<file path="src/rtl/bsp_pkg.sv">
// shared constants, command/status structs for the b-spline basis evaluator
// used by bsp_ctrl, bsp_datapath and bspline_basis_eval
package bsp_pkg;

  localparam int KNOTS      = 8;
  localparam int DEGREE     = 3;
  localparam int NB         = KNOTS - 1;      // degree-0 basis count
  localparam int KW         = 32;             // knot / xi width
  localparam int VW         = 48;             // result width
  localparam int IW         = 3;              // knot and basis index width
  localparam int DSW        = KW + 1;         // signed difference width
  localparam int DVW        = DSW + 16;       // dividend / quotient width
  localparam int DIV_STEPS  = DVW;
  localparam int CHW        = 16;             // multiplier chunk width
  localparam int MUL_CHUNKS = VW / CHW;
  localparam int PW         = 2 * VW;         // full product width
  localparam int CW         = 6;              // sequencer counter width

  localparam logic [VW-1:0] ONE_Q16 = VW'(65536);

  typedef struct packed {
    logic          accept;
    logic          init;
    logic [IW-1:0] idx;
    logic          ka_ld;
    logic          div_start;
    logic          div_step;
    logic          tsel;
    logic          mul_step;
    logic [1:0]    mul_k;
    logic          term_wr;
    logic          term_zero;
    logic          comb;
    logic          deriv;
    logic          rot;
    logic          emit;
    logic [IW-1:0] emit_idx;
    logic          emit_last;
  } bsp_cmd_t;

  typedef struct packed {
    logic bz0;
    logic bz1;
    logic out_free;
  } bsp_stat_t;

endpackage

</file>
<file path="src/rtl/bspline_basis_eval.sv">
// accept and set degree-0 bases; a recurrence term is zero if its basis input is zero,
// else bit-serial divided, chunk-multiplied and saturated; each basis is then combined
// and each level rotated back, then 1 beat per result unless the output is stalled
// one item at a time: next item accepted once the last beat is loaded
// rst is synchronous: knots return to 0,0,0,0,1.0,1.0,1.0,1.0 and the output empties
module bspline_basis_eval import bsp_pkg::*; (
  input  logic                 clk,
  input  logic                 rst,
  input  logic                 cfg_we,
  input  logic [IW-1:0]        cfg_index,
  input  logic [KW-1:0]        cfg_data,
  input  logic                 in_valid,
  output logic                 in_stall,
  input  logic                 op,
  input  logic [KW-1:0]        xi,
  input  logic [2:0]           eval_degree,
  output logic                 out_valid,
  input  logic                 out_stall,
  output logic [IW-1:0]        basis_index,
  output logic signed [VW-1:0] value,
  output logic                 last
);

  bsp_cmd_t  cmd;
  bsp_stat_t stat;

  bsp_ctrl u_ctrl (
    .clk         (clk),
    .rst         (rst),
    .in_valid    (in_valid),
    .in_stall    (in_stall),
    .op          (op),
    .eval_degree (eval_degree),
    .stat        (stat),
    .cmd         (cmd)
  );

  bsp_datapath u_dp (
    .clk         (clk),
    .rst         (rst),
    .cmd         (cmd),
    .stat        (stat),
    .cfg_we      (cfg_we),
    .cfg_index   (cfg_index),
    .cfg_data    (cfg_data),
    .xi          (xi),
    .out_valid   (out_valid),
    .out_stall   (out_stall),
    .basis_index (basis_index),
    .value       (value),
    .last        (last)
  );

endmodule

</file>
<file path="src/rtl/bsp_datapath.sv">
// datapath: knot registers, basis shift line, shared divider and multiplier,
// output register; depends on bsp_pkg
module bsp_datapath import bsp_pkg::*; (
  input  logic                 clk,
  input  logic                 rst,
  input  bsp_cmd_t             cmd,
  output bsp_stat_t            stat,
  input  logic                 cfg_we,
  input  logic [IW-1:0]        cfg_index,
  input  logic [KW-1:0]        cfg_data,
  input  logic [KW-1:0]        xi,
  output logic                 out_valid,
  input  logic                 out_stall,
  output logic [IW-1:0]        basis_index,
  output logic signed [VW-1:0] value,
  output logic                 last
);

  logic [KW-1:0]        knot [KNOTS];
  logic [KW-1:0]        x;
  logic [KW-1:0]        ka;
  logic signed [VW-1:0] q [NB];
  logic signed [VW-1:0] t1, t2;
  logic [DVW-1:0]       dvd;
  logic [DSW-1:0]       rem;
  logic [DSW-1:0]       dsr;
  logic                 qneg;
  logic [PW-1:0]        acc;

  logic [KW-1:0]        kb;
  logic signed [DSW-1:0] span, num;
  logic [DSW-1:0]       nmag, smag;
  logic [DSW:0]         remsh, rdiff;
  logic [DVW-1:0]       lim_r, rmag49;
  logic [VW-1:0]        rmag;
  logic signed [VW-1:0] bsel;
  logic                 bneg, tneg;
  logic [VW-1:0]        bmag;
  logic [CHW-1:0]       chunk;
  logic [VW+CHW-1:0]    pp;
  logic [PW-1:0]        pp_sh;
  logic [PW-17:0]       pmag;
  logic [PW-17:0]       lim_t;
  logic [VW-1:0]        tmag;
  logic signed [VW-1:0] term;
  logic signed [VW:0]   csum;
  logic signed [VW-1:0] csat;

  assign kb = knot[cmd.idx];

  always_comb begin
    span = $signed({1'b0, ka}) - $signed({1'b0, kb});
    if (span == '0) span = DSW'(65536);
    if (cmd.deriv) num = DSW'(DEGREE * 65536);
    else if (!cmd.tsel) num = $signed({1'b0, x}) - $signed({1'b0, kb});
    else num = $signed({1'b0, ka}) - $signed({1'b0, x});
    nmag = num[DSW-1] ? DSW'(-num) : DSW'(num);
    smag = span[DSW-1] ? DSW'(-span) : DSW'(span);
  end

  // restoring division, one quotient bit per cycle
  assign remsh = {rem, dvd[DVW-1]};
  assign rdiff = remsh - {1'b0, dsr};

  always_comb begin
    lim_r  = qneg ? (DVW'(1) << (VW - 1)) : ((DVW'(1) << (VW - 1)) - DVW'(1));
    rmag49 = (dvd > lim_r) ? lim_r : dvd;
    rmag   = rmag49[VW-1:0];
    bsel   = cmd.tsel ? q[1] : q[0];
    bneg   = bsel[VW-1];
    bmag   = bneg ? VW'(-bsel) : VW'(bsel);
    chunk  = bmag[cmd.mul_k*CHW +: CHW];
    pp     = rmag * chunk;
    pp_sh  = {{(PW-VW-CHW){1'b0}}, pp} << (CHW * cmd.mul_k);
    tneg   = qneg ^ bneg;
    pmag   = acc[PW-1:16];
    lim_t  = tneg ? ((PW-16)'(1) << (VW - 1)) : (((PW-16)'(1) << (VW - 1)) - (PW-16)'(1));
    tmag   = (pmag > lim_t) ? lim_t[VW-1:0] : pmag[VW-1:0];
    term   = tneg ? -$signed(tmag) : $signed(tmag);
    if (cmd.term_zero) term = '0;
    csum   = cmd.deriv ? ({t1[VW-1], t1} - {t2[VW-1], t2})
                       : ({t1[VW-1], t1} + {t2[VW-1], t2});
    if (csum[VW] != csum[VW-1])
      csat = csum[VW] ? {1'b1, {(VW-1){1'b0}}} : {1'b0, {(VW-1){1'b1}}};
    else
      csat = csum[VW-1:0];
  end

  always_ff @(posedge clk) begin
    if (rst) begin
      for (int k = 0; k < KNOTS; k++) knot[k] <= (k < 4) ? KW'(0) : KW'(65536);
    end else if (cfg_we && int'(cfg_index) < KNOTS) begin
      knot[cfg_index] <= cfg_data;
    end
  end

  always_ff @(posedge clk) begin
    if (cmd.accept) x <= xi;
    if (cmd.ka_ld) ka <= kb;
    if (cmd.div_start) begin
      dvd  <= {nmag, 16'b0};
      rem  <= '0;
      dsr  <= smag;
      qneg <= num[DSW-1] ^ span[DSW-1];
    end else if (cmd.div_step) begin
      if (!rdiff[DSW]) begin
        rem <= rdiff[DSW-1:0];
        dvd <= {dvd[DVW-2:0], 1'b1};
      end else begin
        rem <= remsh[DSW-1:0];
        dvd <= {dvd[DVW-2:0], 1'b0};
      end
    end
    if (cmd.mul_step) acc <= ((cmd.mul_k == 2'd0) ? '0 : acc) + pp_sh;
    if (cmd.term_wr) begin
      if (cmd.tsel) t2 <= term;
      else t1 <= term;
    end
    if (cmd.init) begin
      for (int j = 0; j < NB; j++)
        q[j] <= (knot[j] <= x && x < knot[j+1]) ? ONE_Q16 : '0;
    end else if (cmd.comb) begin
      for (int j = 0; j < NB - 1; j++) q[j] <= q[j+1];
      q[NB-1] <= csat;
    end else if (cmd.rot || cmd.emit) begin
      for (int j = 0; j < NB - 1; j++) q[j] <= q[j+1];
      q[NB-1] <= q[0];
    end
    if (cmd.emit) begin
      basis_index <= cmd.emit_idx;
      value       <= q[0];
      last        <= cmd.emit_last;
    end
  end

  always_ff @(posedge clk) begin
    if (rst) begin
      out_valid <= 1'b0;
    end else if (cmd.emit) begin
      out_valid <= 1'b1;
    end else if (!out_stall) begin
      out_valid <= 1'b0;
    end
  end

  assign stat.bz0      = (q[0] == '0);
  assign stat.bz1      = (q[1] == '0);
  assign stat.out_free = !out_valid || !out_stall;

endmodule

</file>
<file path="src/rtl/bsp_ctrl.sv">
// sequencer: walks recurrence levels, terms, divider and multiplier steps,
// then streams results; depends on bsp_pkg
module bsp_ctrl import bsp_pkg::*; (
  input  logic       clk,
  input  logic       rst,
  input  logic       in_valid,
  output logic       in_stall,
  input  logic       op,
  input  logic [2:0] eval_degree,
  input  bsp_stat_t  stat,
  output bsp_cmd_t   cmd
);

  typedef enum logic [10:0] {
    S_IDLE = 11'b00000000001,
    S_INIT = 11'b00000000010,
    S_TERM = 11'b00000000100,
    S_KA   = 11'b00000001000,
    S_KB   = 11'b00000010000,
    S_DIV  = 11'b00000100000,
    S_MUL  = 11'b00001000000,
    S_SAT  = 11'b00010000000,
    S_COMB = 11'b00100000000,
    S_ROT  = 11'b01000000000,
    S_EMIT = 11'b10000000000
  } state_t;

  localparam logic [IW-1:0] DEG  = IW'(DEGREE);
  localparam logic [IW-1:0] NBI  = IW'(NB);

  state_t        state, state_next;
  logic          op_r;
  logic [IW-1:0] nlev, lvl, j, ecnt;
  logic          tsel;
  logic [CW-1:0] cnt;
  logic [IW-1:0] nout, count;
  logic          acc_in, bz, elast;

  assign in_stall = (state != S_IDLE);
  assign acc_in   = in_valid && !in_stall;
  assign nout     = NBI - lvl;
  assign count    = NBI - nlev;
  assign bz       = tsel ? stat.bz1 : stat.bz0;
  assign elast    = (ecnt == count - IW'(1));

  always_comb begin
    cmd            = '0;
    state_next     = state;
    cmd.tsel       = tsel;
    cmd.deriv      = op_r && (lvl == DEG);
    cmd.mul_k      = cnt[1:0];
    cmd.emit_idx   = ecnt;
    cmd.emit_last  = elast;
    case (state)
      S_IDLE: begin
        cmd.accept = acc_in;
        if (acc_in) state_next = S_INIT;
      end
      S_INIT: begin
        cmd.init   = 1'b1;
        state_next = (nlev == '0) ? S_EMIT : S_TERM;
      end
      S_TERM: begin
        if (bz) begin
          // product with a zero basis is zero, skip the divide
          cmd.term_wr   = 1'b1;
          cmd.term_zero = 1'b1;
          state_next    = tsel ? S_COMB : S_TERM;
        end else begin
          state_next = S_KA;
        end
      end
      S_KA: begin
        cmd.idx    = j + lvl + IW'(tsel);
        cmd.ka_ld  = 1'b1;
        state_next = S_KB;
      end
      S_KB: begin
        cmd.idx       = j + IW'(tsel);
        cmd.div_start = 1'b1;
        state_next    = S_DIV;
      end
      S_DIV: begin
        cmd.div_step = 1'b1;
        if (cnt == CW'(DIV_STEPS - 1)) state_next = S_MUL;
      end
      S_MUL: begin
        cmd.mul_step = 1'b1;
        if (cnt == CW'(MUL_CHUNKS - 1)) state_next = S_SAT;
      end
      S_SAT: begin
        cmd.term_wr = 1'b1;
        state_next  = tsel ? S_COMB : S_TERM;
      end
      S_COMB: begin
        cmd.comb   = 1'b1;
        state_next = (j == nout - IW'(1)) ? S_ROT : S_TERM;
      end
      S_ROT: begin
        // bring the new level back to the head of the shift line
        cmd.rot = 1'b1;
        if (cnt == CW'(lvl - IW'(1))) state_next = (lvl == nlev) ? S_EMIT : S_TERM;
      end
      S_EMIT: begin
        if (stat.out_free) begin
          cmd.emit = 1'b1;
          if (elast) state_next = S_IDLE;
        end
      end
      default: state_next = S_IDLE;
    endcase
  end

  always_ff @(posedge clk) begin
    if (rst) begin
      state <= S_IDLE;
      op_r  <= 1'b0;
      nlev  <= '0;
      lvl   <= '0;
      j     <= '0;
      ecnt  <= '0;
      tsel  <= 1'b0;
      cnt   <= '0;
    end else begin
      state <= state_next;
      case (state)
        S_IDLE: begin
          if (acc_in) begin
            op_r <= op;
            nlev <= op ? DEG : ((eval_degree > DEG) ? DEG : eval_degree);
            lvl  <= IW'(1);
            j    <= '0;
            tsel <= 1'b0;
            ecnt <= '0;
            cnt  <= '0;
          end
        end
        S_TERM: begin
          if (bz && !tsel) tsel <= 1'b1;
        end
        S_KB:   cnt <= '0;
        S_DIV:  cnt <= (cnt == CW'(DIV_STEPS - 1)) ? '0 : cnt + CW'(1);
        S_MUL:  cnt <= cnt + CW'(1);
        S_SAT: begin
          cnt <= '0;
          if (!tsel) tsel <= 1'b1;
        end
        S_COMB: begin
          tsel <= 1'b0;
          cnt  <= '0;
          if (j == nout - IW'(1)) j <= '0;
          else j <= j + IW'(1);
        end
        S_ROT: begin
          if (cnt == CW'(lvl - IW'(1))) begin
            cnt <= '0;
            lvl <= lvl + IW'(1);
          end else begin
            cnt <= cnt + CW'(1);
          end
        end
        S_EMIT: begin
          if (stat.out_free) ecnt <= ecnt + IW'(1);
        end
        default: ;
      endcase
    end
  end

endmodule
</file>
<file path="config.mk">
export PLATFORM = sky130hd
export DESIGN_NAME = bspline_basis_eval
export DESIGN_NICKNAME = d
export VERILOG_FILES = /design/src/rtl/bsp_pkg.sv /design/src/rtl/bspline_basis_eval.sv /design/src/rtl/bsp_datapath.sv /design/src/rtl/bsp_ctrl.sv
export SDC_FILE = /design/constraint.sdc
export NUM_CORES = 2
export LEC_CHECK = 0
export BUFFER_PORTS_ARGS = -buffer_cell sky130_fd_sc_hd__buf_2
export CAP_MARGIN = 20
export CORE_MARGIN = 2
export CORE_UTILIZATION = 48
export DETAILED_ROUTE_END_ITERATION = 6
export HOLD_SLACK_MARGIN = 0.1
export PLACE_DENSITY = 0.66
export SETUP_SLACK_MARGIN = 0.4
export SLEW_MARGIN = 20
export SYNTH_ARGS = -nofsm -noshare
export SYNTH_HDL_FRONTEND = slang
export SYNTH_SLANG_ARGS = --single-unit
</file>
<file path="constraint.sdc">
create_clock -name clk -period 12.9 [get_ports clk]
set_input_delay 2.58 -clock clk [delete_from_list [all_inputs] [get_ports clk]]
set_output_delay 2.58 -clock clk [all_outputs]
set_load 0.05 [all_outputs]
</file>
==> Yosys cells after proc, flatten, opt, wreduce, memory -nomap -nowiden <==
Memory sizes are Yosys's and may differ from the RTL's.
Cells that the tools add are included.
{ "word_totals": {"mem_bits_rw": 592, "elab_cells": 256, "memories": 2, "input_bits": 76, "output_inout_bits": 54, "register_bits": 456} }
{ "mem_list": {"columns": ["name", "words", "word_bits", "rd", "rd_ports_with_merged_regs", "wr", "line_no", "source"], "rows": [
  ["u_dp.q", 7, 48, 7, 0, 7, "bsp_datapath.sv:22", "logic signed [VW-1:0] q [NB];"],
  ["u_dp.knot", 8, 32, 9, 0, 8, "bsp_datapath.sv:19", "logic [KW-1:0] knot [KNOTS];"]
]} }
{ "op_classes": {"shifts": 2, "n_mux": 105, "magnitude_cmp": 17, "bitwise": 17, "n_reduce_logical": 38, "mul": 1, "eq_ne": 28, "add_sub_neg": 23} }
{ "ops": {"columns": ["operator", "count"], "rows": [
  ["$mux 48", 24],
  ["$le 32x32->1", 7],
  ["$lt 32x32->1", 7],
  ["$mux 33", 5],
  ["$mux 49", 3],
  ["$pmux 11 s11", 1],
  ["$mux 17", 7],
  ["$mux 11", 9],
  ["$sub 32x32->33", 3],
  ["$add 96x96->96", 1],
  ["$logic_not 48->1", 2],
  ["$mux 96", 1],
  ["$neg 48->48", 2],
  ["$shl 64x6->96", 1],
  ["$gt 80x80->1", 1],
  ["$neg 33->33", 2],
  ["$mul 48x16->64", 1],
  ["$mux 32", 2],
  ["$add 48x48->49", 1],
  ["$gt 49x48->1", 1],
  ["$sub 48x48->49", 1],
  ["$shiftx 48x7->16", 1],
  ["$sub 34x33->34", 1],
  ["$logic_not 33->1", 1],
  ["other kinds (54)", 146]
]} }

==> Longest topological paths before layout <==
{ "depth": {"word_depth": 10, "depth_mapped": 60, "mapped_depth_nobuf": 52} }

==> Modules after synthesis <==
From an unflattened synthesis, not the netlist that was laid out.
{ "hier_totals": {"hier_cells": 9880, "area_unflattened_um2": 96110.9} }
{ "modules_own_cells": {"columns": ["module", "seq_area_each_um2", "cells_per_inst", "instances", "area_per_inst_um2"], "rows": [
  ["bsp_datapath", 30038.8, 9617, 1, 93955.1],
  ["bsp_ctrl", 620.6, 263, 1, 2155.8]
]} }

==> Least setup slack after synthesis <==
OpenSTA, ideal clock, no wires.
{ "synth_timing": {"kind": "register to register", "from": "reg u_ctrl.tsel", "to": "reg u_dp.acc[93] (data pin)", "setup_ns": 0.274, "synth_period_minus_slack_ns": 13.920, "n_path_buf": 8, "arrival_ns": 13.646, "slack_ns": -1.020, "stages_incl_launch_ff": 54, "required_time_ns": 12.626, "cell_sequence": "dfxtp_1 > clkbuf_1 > buf_2 > buf_2 > buf_2 > buf_1 > buf_2 > mux2i_1 > ha_1 > o21ai_0 > o21bai_1 > nor3_1 > nand4_1 > or2_2 > o31ai_1 > o21ai_0 > xor2_1 > o22ai_1 > (+18 left out) > o21ai_0 > a211o_1 > a21boi_0 > nor3_1 > a311oi_1 > mux2i_1 > o2bb2ai_1 > ha_1 > and3_1 > nor4b_1 > nand3_1 > o31ai_1 > a21oi_1 > o2111a_1 > o31ai_1 > nand2_1 > o41ai_1 > xor2_1"} }
{ "synth_between": {"elab_chain_len": 7} }
{ "synth_rtl": {"columns": ["element", "line_no", "source"], "rows": [
  ["start, declared", "bsp_ctrl.sv:34", "logic tsel;"],
  ["start signal, assigned", "bsp_ctrl.sv:122", "tsel <= 1'b0;"],
  ["start signal, assigned", "bsp_ctrl.sv:133", "tsel <= 1'b0;"],
  ["start signal, assigned", "bsp_ctrl.sv:139", "if (bz && !tsel) tsel <= 1'b1;"],
  ["$mux 48 *", "bsp_datapath.sv:69", "bsel = cmd.tsel ? q[1] : q[0];"],
  ["$neg 48->48", "bsp_datapath.sv:71", "bmag = bneg ? VW'(-bsel) : VW'(bsel);"],
  ["$mux 48 *", "bsp_datapath.sv:71", null],
  ["$shiftx 48x7->16 *", "bsp_datapath.sv:72", "chunk = bmag[cmd.mul_k*CHW +: CHW];"],
  ["$mul 48x16->64 *", "bsp_datapath.sv:73", "pp = rmag * chunk;"],
  ["$shl 64x6->96 *", "bsp_datapath.sv:74", "pp_sh = {{(PW-VW-CHW){1'b0}}, pp} << (CHW * cmd.mul_k);"],
  ["$add 96x96->96 *", "bsp_datapath.sv:114", "if (cmd.mul_step) acc <= ((cmd.mul_k == 2'd0) ? '0 : acc) + pp_sh;"],
  ["end signal, assigned", "bsp_datapath.sv:114", null],
  ["end, declared", "bsp_datapath.sv:28", "logic [PW-1:0] acc;"]
]} }
Every way passes the cells marked *; elsewhere a longest branch is shown, timed or not.
A chain may end at the register's enable or synchronous reset.

==> Final worst setup path <==
{ "layout_timing": {"from": "reg u_dp.qneg", "to": "reg u_dp.acc[95] (data pin)"} }
{ "layout_between": {"elab_chain_len": 6} }
{ "layout_rtl": {"columns": ["element", "line_no", "source"], "rows": [
  ["start, declared", "bsp_datapath.sv:27", "logic qneg;"],
  ["start signal, assigned", "bsp_datapath.sv:104", "qneg <= num[DSW-1] ^ span[DSW-1];"],
  ["$mux 48 *", "bsp_datapath.sv:66", "lim_r = qneg ? (DVW'(1) << (VW - 1)) : ((DVW'(1) << (VW - 1)) - DVW'(1));"],
  ["$gt 49x48->1", "bsp_datapath.sv:67", "rmag49 = (dvd > lim_r) ? lim_r : dvd;"],
  ["$mux 48 *", "bsp_datapath.sv:67", null],
  ["$mul 48x16->64 *", "bsp_datapath.sv:73", null],
  ["$shl 64x6->96 *", "bsp_datapath.sv:74", null],
  ["$add 96x96->96 *", "bsp_datapath.sv:114", null]
]} }
Marked as above.

==> implementation parameters <==
Parameter                              Value

Outcome
  Status    complete, no violations

Drt
  Routed wire length per instance    24.5 um
  # DRC    0
  Number of DRC violations after detailed-routing iteration 0    7871
  Post-DR vias/cell    5.96
  Post-detailed-route count of antenna-violating nets    0
  Drt pass-1 iters    6
  Total number of vias    81219
  Final wirelength    333000 um

Clocking
  Worst-path clk slew    0.06 ns
  Total number of H-tree levels    3
  Clk_lat worst skew    0.86 ns
  Clock tree from TritonCTS    yes
  Number of sinks handled by clock tree synthesis    1048
  Clock root buffer master    sky130_fd_sc_hd__clkbuf_16
  CTS Hold Buffers Added    0
  Total CTS buffers    119
  Clock tree buffer depth    3

Timing
  Relative slew slack    14.9%
  Number of endpoints failing setup at the final stage    0
  Setup TNS    0 ns
  Setup repair after global routing missed its margin    true
  Final critical-path setup slack    0.535 ns
  Worst Clk Skew    0.0844 ns
  Max Transition Viols Final    0
  Transition at the pin with the smallest max-transition slack    1.24 ns
  Final Hold Viols    0
  Time the final worst path needs with I/O delays and setup    12.37 ns
  Part of the cycle the worst path needs    95.9%
  Highest attainable clock frequency    0.0809 GHz

Synthesis
  Warnings, synthesis    0
  Post-synthesis cell type with the largest combined area    sky130_fd_sc_hd__edfxtp_1
  Post-Syn Nets    11798
  Count of flip-flops with a built-in enable after synthesis    967
  Proportion of synthesized flip-flops having asynchronous set or reset    0%
  Post-synth design cell area    0.0963 mm^2
  Proportion of synthesized chip area in sequential cells    31.8%
  Post-synthesis average cell area    9.35 um^2
  Cell with the most instances after synthesis    sky130_fd_sc_hd__nand2_1
  List of most frequent post-synthesis cells    sky130_fd_sc_hd__nand2_1 (1104), sky130_fd_sc_hd__inv_1 (1088), sky130_fd_sc_hd__edfxtp_1 (967), sky130_fd_sc_hd__ha_1 (777), sky130_fd_sc_hd__fa_1 (650)
  Area share of the leading cell type in the synthesized netlist    30.2%
  Top_reg_cell synth    sky130_fd_sc_hd__edfxtp_1
  FF+latch count, synth    1048
  Cells after Synth    10295
  Leading post-synthesis cells by cell area    sky130_fd_sc_hd__edfxtp_1 (30%), sky130_fd_sc_hd__fa_1 (14%), sky130_fd_sc_hd__ha_1 (10%)
  Number of distinct library cells after synthesis    94

Die
  Number of I/O pins    130
  Height of the die    452 um
  Floorplan row count    164
  Horizontal die dimension    452 um
  Area enclosed by the die boundary    0.204 mm^2
  Core Area    0.199 mm^2
  Initial Util    48.3%

Layout
  Final Instance Area    0.112 mm^2
  Final layout net count    12362
  Syn-to-layout area delta    16.6%
  Proportion of layout cells with a drive suffix above 1    14.7%

Worst hold path
  Number of cells on the worst hold path    1
  Hold EP    u_dp.dvd[0]$_SDFFE_PP0P_
  Min-Delay Startpoint    u_dp.dvd[0]$_SDFFE_PP0P_
  Kind of path behind the tightest hold check    reg2reg

Worst setup path
  Launch point of the worst reg-to-reg path    u_dp.qneg$_DFFE_PP_
  Critical path endpoint category    register
  Number of cells on the worst reg-to-reg path    58
  Data required time of the worst path    13.42 ns
  Family of cells with the greatest summed delay on the critical path    compound AO/OA/AOI/OAI gates
  Biggest fanout along the worst timing path    8
  Critical path startpoint category    register
  Reg-to-reg setup timing slack    0.53 ns
  Slowest cell on the critical path    sky130_fd_sc_hd__fa_2
  Total buffers and inverters traversed by the critical path    15
  Worst endpoint data arrival time    12.89 ns
  Critical path class    reg2reg
  Delay of the slowest cell on the worst path    0.66 ns
  FF-to-FF End    u_dp.acc[95]$_DFFE_PP_
  Cell repeated most along the worst path    sky130_fd_sc_hd__buf_4

GRT
  Largest net degree at the start of global routing    135
  Vias in the first global route    80303
  GR Overflow Total    0
  Global-route wire length before repair    496000 um
  Antenna violations before repair    22
  GRT Resource Usage Total    31.8%

Placement
  Worst setup slack before clock tree synthesis    -0.524 ns
  Port Buffers    129
  Gp weighted congestion    0.983
  HPWL Detailed    255000 um
  Cell Area, Placed    0.104 mm^2

Flow run
  Max Cap Violations    0
-- per-layer routing --
metal,share of wire (%),track usage [%]
met4,4.4,12.4
met2,46,51.5
met3,8.2,5.59
met5,0.012,0
met1,41,42.4
-- state kept, by name, indices dropped and copies added (netlist names), 11 cells and up --
signal / flops
u_dp.x: 32
u_dp.ka: 32
u_ctrl.state: 11
u_dp.t1: 48
u_dp.dsr: 33
u_dp.value: 48
u_dp.rem: 33
u_dp.acc: 96
u_dp.knot: 256
u_dp.q: 336
u_dp.t2: 48
u_dp.dvd: 49
-- how the worst max path moves through the flow --
stage,to,startpoint,slack [ns],cells past startpoint
after floorplan,u_dp.acc[93]$_DFFE_PP_,u_dp.qneg$_DFFE_PP_,0.39,52
after global placement,u_dp.acc[95]$_DFFE_PP_,u_dp.qneg$_DFFE_PP_,-0.52,55
after detailed placement,u_dp.acc[95]$_DFFE_PP_,u_dp.qneg$_DFFE_PP_,-0.52,55
after CTS,u_dp.acc[95]$_DFFE_PP_,u_dp.qneg$_DFFE_PP_,0.37,59
after global routing,u_dp.acc[88]$_DFFE_PP_,u_dp.qneg$_DFFE_PP_,0.13,60
final,u_dp.acc[95]$_DFFE_PP_,u_dp.qneg$_DFFE_PP_,0.53,58
-- layout by cell type, fill, tap and decap left out, types with 36 or more instances in the layout --
cell                        count
sky130_fd_sc_hd__a211oi_1      44
sky130_fd_sc_hd__a21o_1       330
sky130_fd_sc_hd__a21oi_1      494
sky130_fd_sc_hd__a21oi_2       56
sky130_fd_sc_hd__a221o_1       55
sky130_fd_sc_hd__a31oi_1       55
sky130_fd_sc_hd__and2_1       626
sky130_fd_sc_hd__and3_1        59
sky130_fd_sc_hd__buf_12        37
sky130_fd_sc_hd__buf_2        131
sky130_fd_sc_hd__buf_4        705
sky130_fd_sc_hd__clkbuf_16    134
sky130_fd_sc_hd__dfxtp_1       78
sky130_fd_sc_hd__edfxtp_1     967
sky130_fd_sc_hd__fa_1         627
sky130_fd_sc_hd__ha_1         737
sky130_fd_sc_hd__inv_1       1070
sky130_fd_sc_hd__mux2i_1      107
sky130_fd_sc_hd__nand2_1     1089
sky130_fd_sc_hd__nand2b_1     102
sky130_fd_sc_hd__nand3_1      143
sky130_fd_sc_hd__nand4_1      157
sky130_fd_sc_hd__nor2_1       556
sky130_fd_sc_hd__nor2b_1      192
sky130_fd_sc_hd__nor3_1       128
sky130_fd_sc_hd__nor4_1        69
sky130_fd_sc_hd__o211ai_1     130
sky130_fd_sc_hd__o21a_1       136
sky130_fd_sc_hd__o21ai_0      431
sky130_fd_sc_hd__o21bai_1      36
sky130_fd_sc_hd__o31ai_1       47
sky130_fd_sc_hd__or3_1         45
sky130_fd_sc_hd__xnor2_1      237
sky130_fd_sc_hd__xor2_1       198
-- logic make-up (layout without fill, tap and decap cells) --
logic type                 Yosys count  count (layout)  share of synthesized area (%)
AOI/OAI and AO/OA                 2251            2251                           15.2
xor gates and xnor gates           450             450                           4.09
adders and majority gates         1427            1427                           23.6
buffers and inverters             1578            2246                           6.17
DFF                               1048            1048                           31.8
muxes                              134             134                           1.41
other                                0              10                              0
and+or+nand+nor                   3407            3407                           17.6
-- repair_timing --
action | 4_1_cts | 5_1_grt
endpoints found under the setup margin | 37 | 54
gates resized for setup | 137 | 324
setup buffers | 30 | 99
gates cloned | 3 | 15
pin swaps | 48 | 212
-- cell type report --
type / instances / area (um^2)
Fill cell: 17576 / 87200
Multi-Input combinational cell: 7669 / 62300
Sequential cell: 1048 / 30700
Timing Repair Buffer: 930 / 7670
Inverter: 1091 / 4100
Tap cell: 2656 / 3320
Clock buffer: 140 / 3140
Clock inverter: 85 / 1050
Antenna cell: 10 / 25.0
-- metrics by stage --
step,util [%],hold slack (ns),cells
after floorplan,-,0.450,10295
after global placement,52.3,0.468,13246
after detailed placement,52.3,0.469,13246
after CTS,54.9,0.482,13504
after global routing,56.3,0.494,13621
final,56.3,0.476,13629
Power is not shown: default switching activity piles up to over one toggle a cycle in this logic, so the estimate is an artifact.
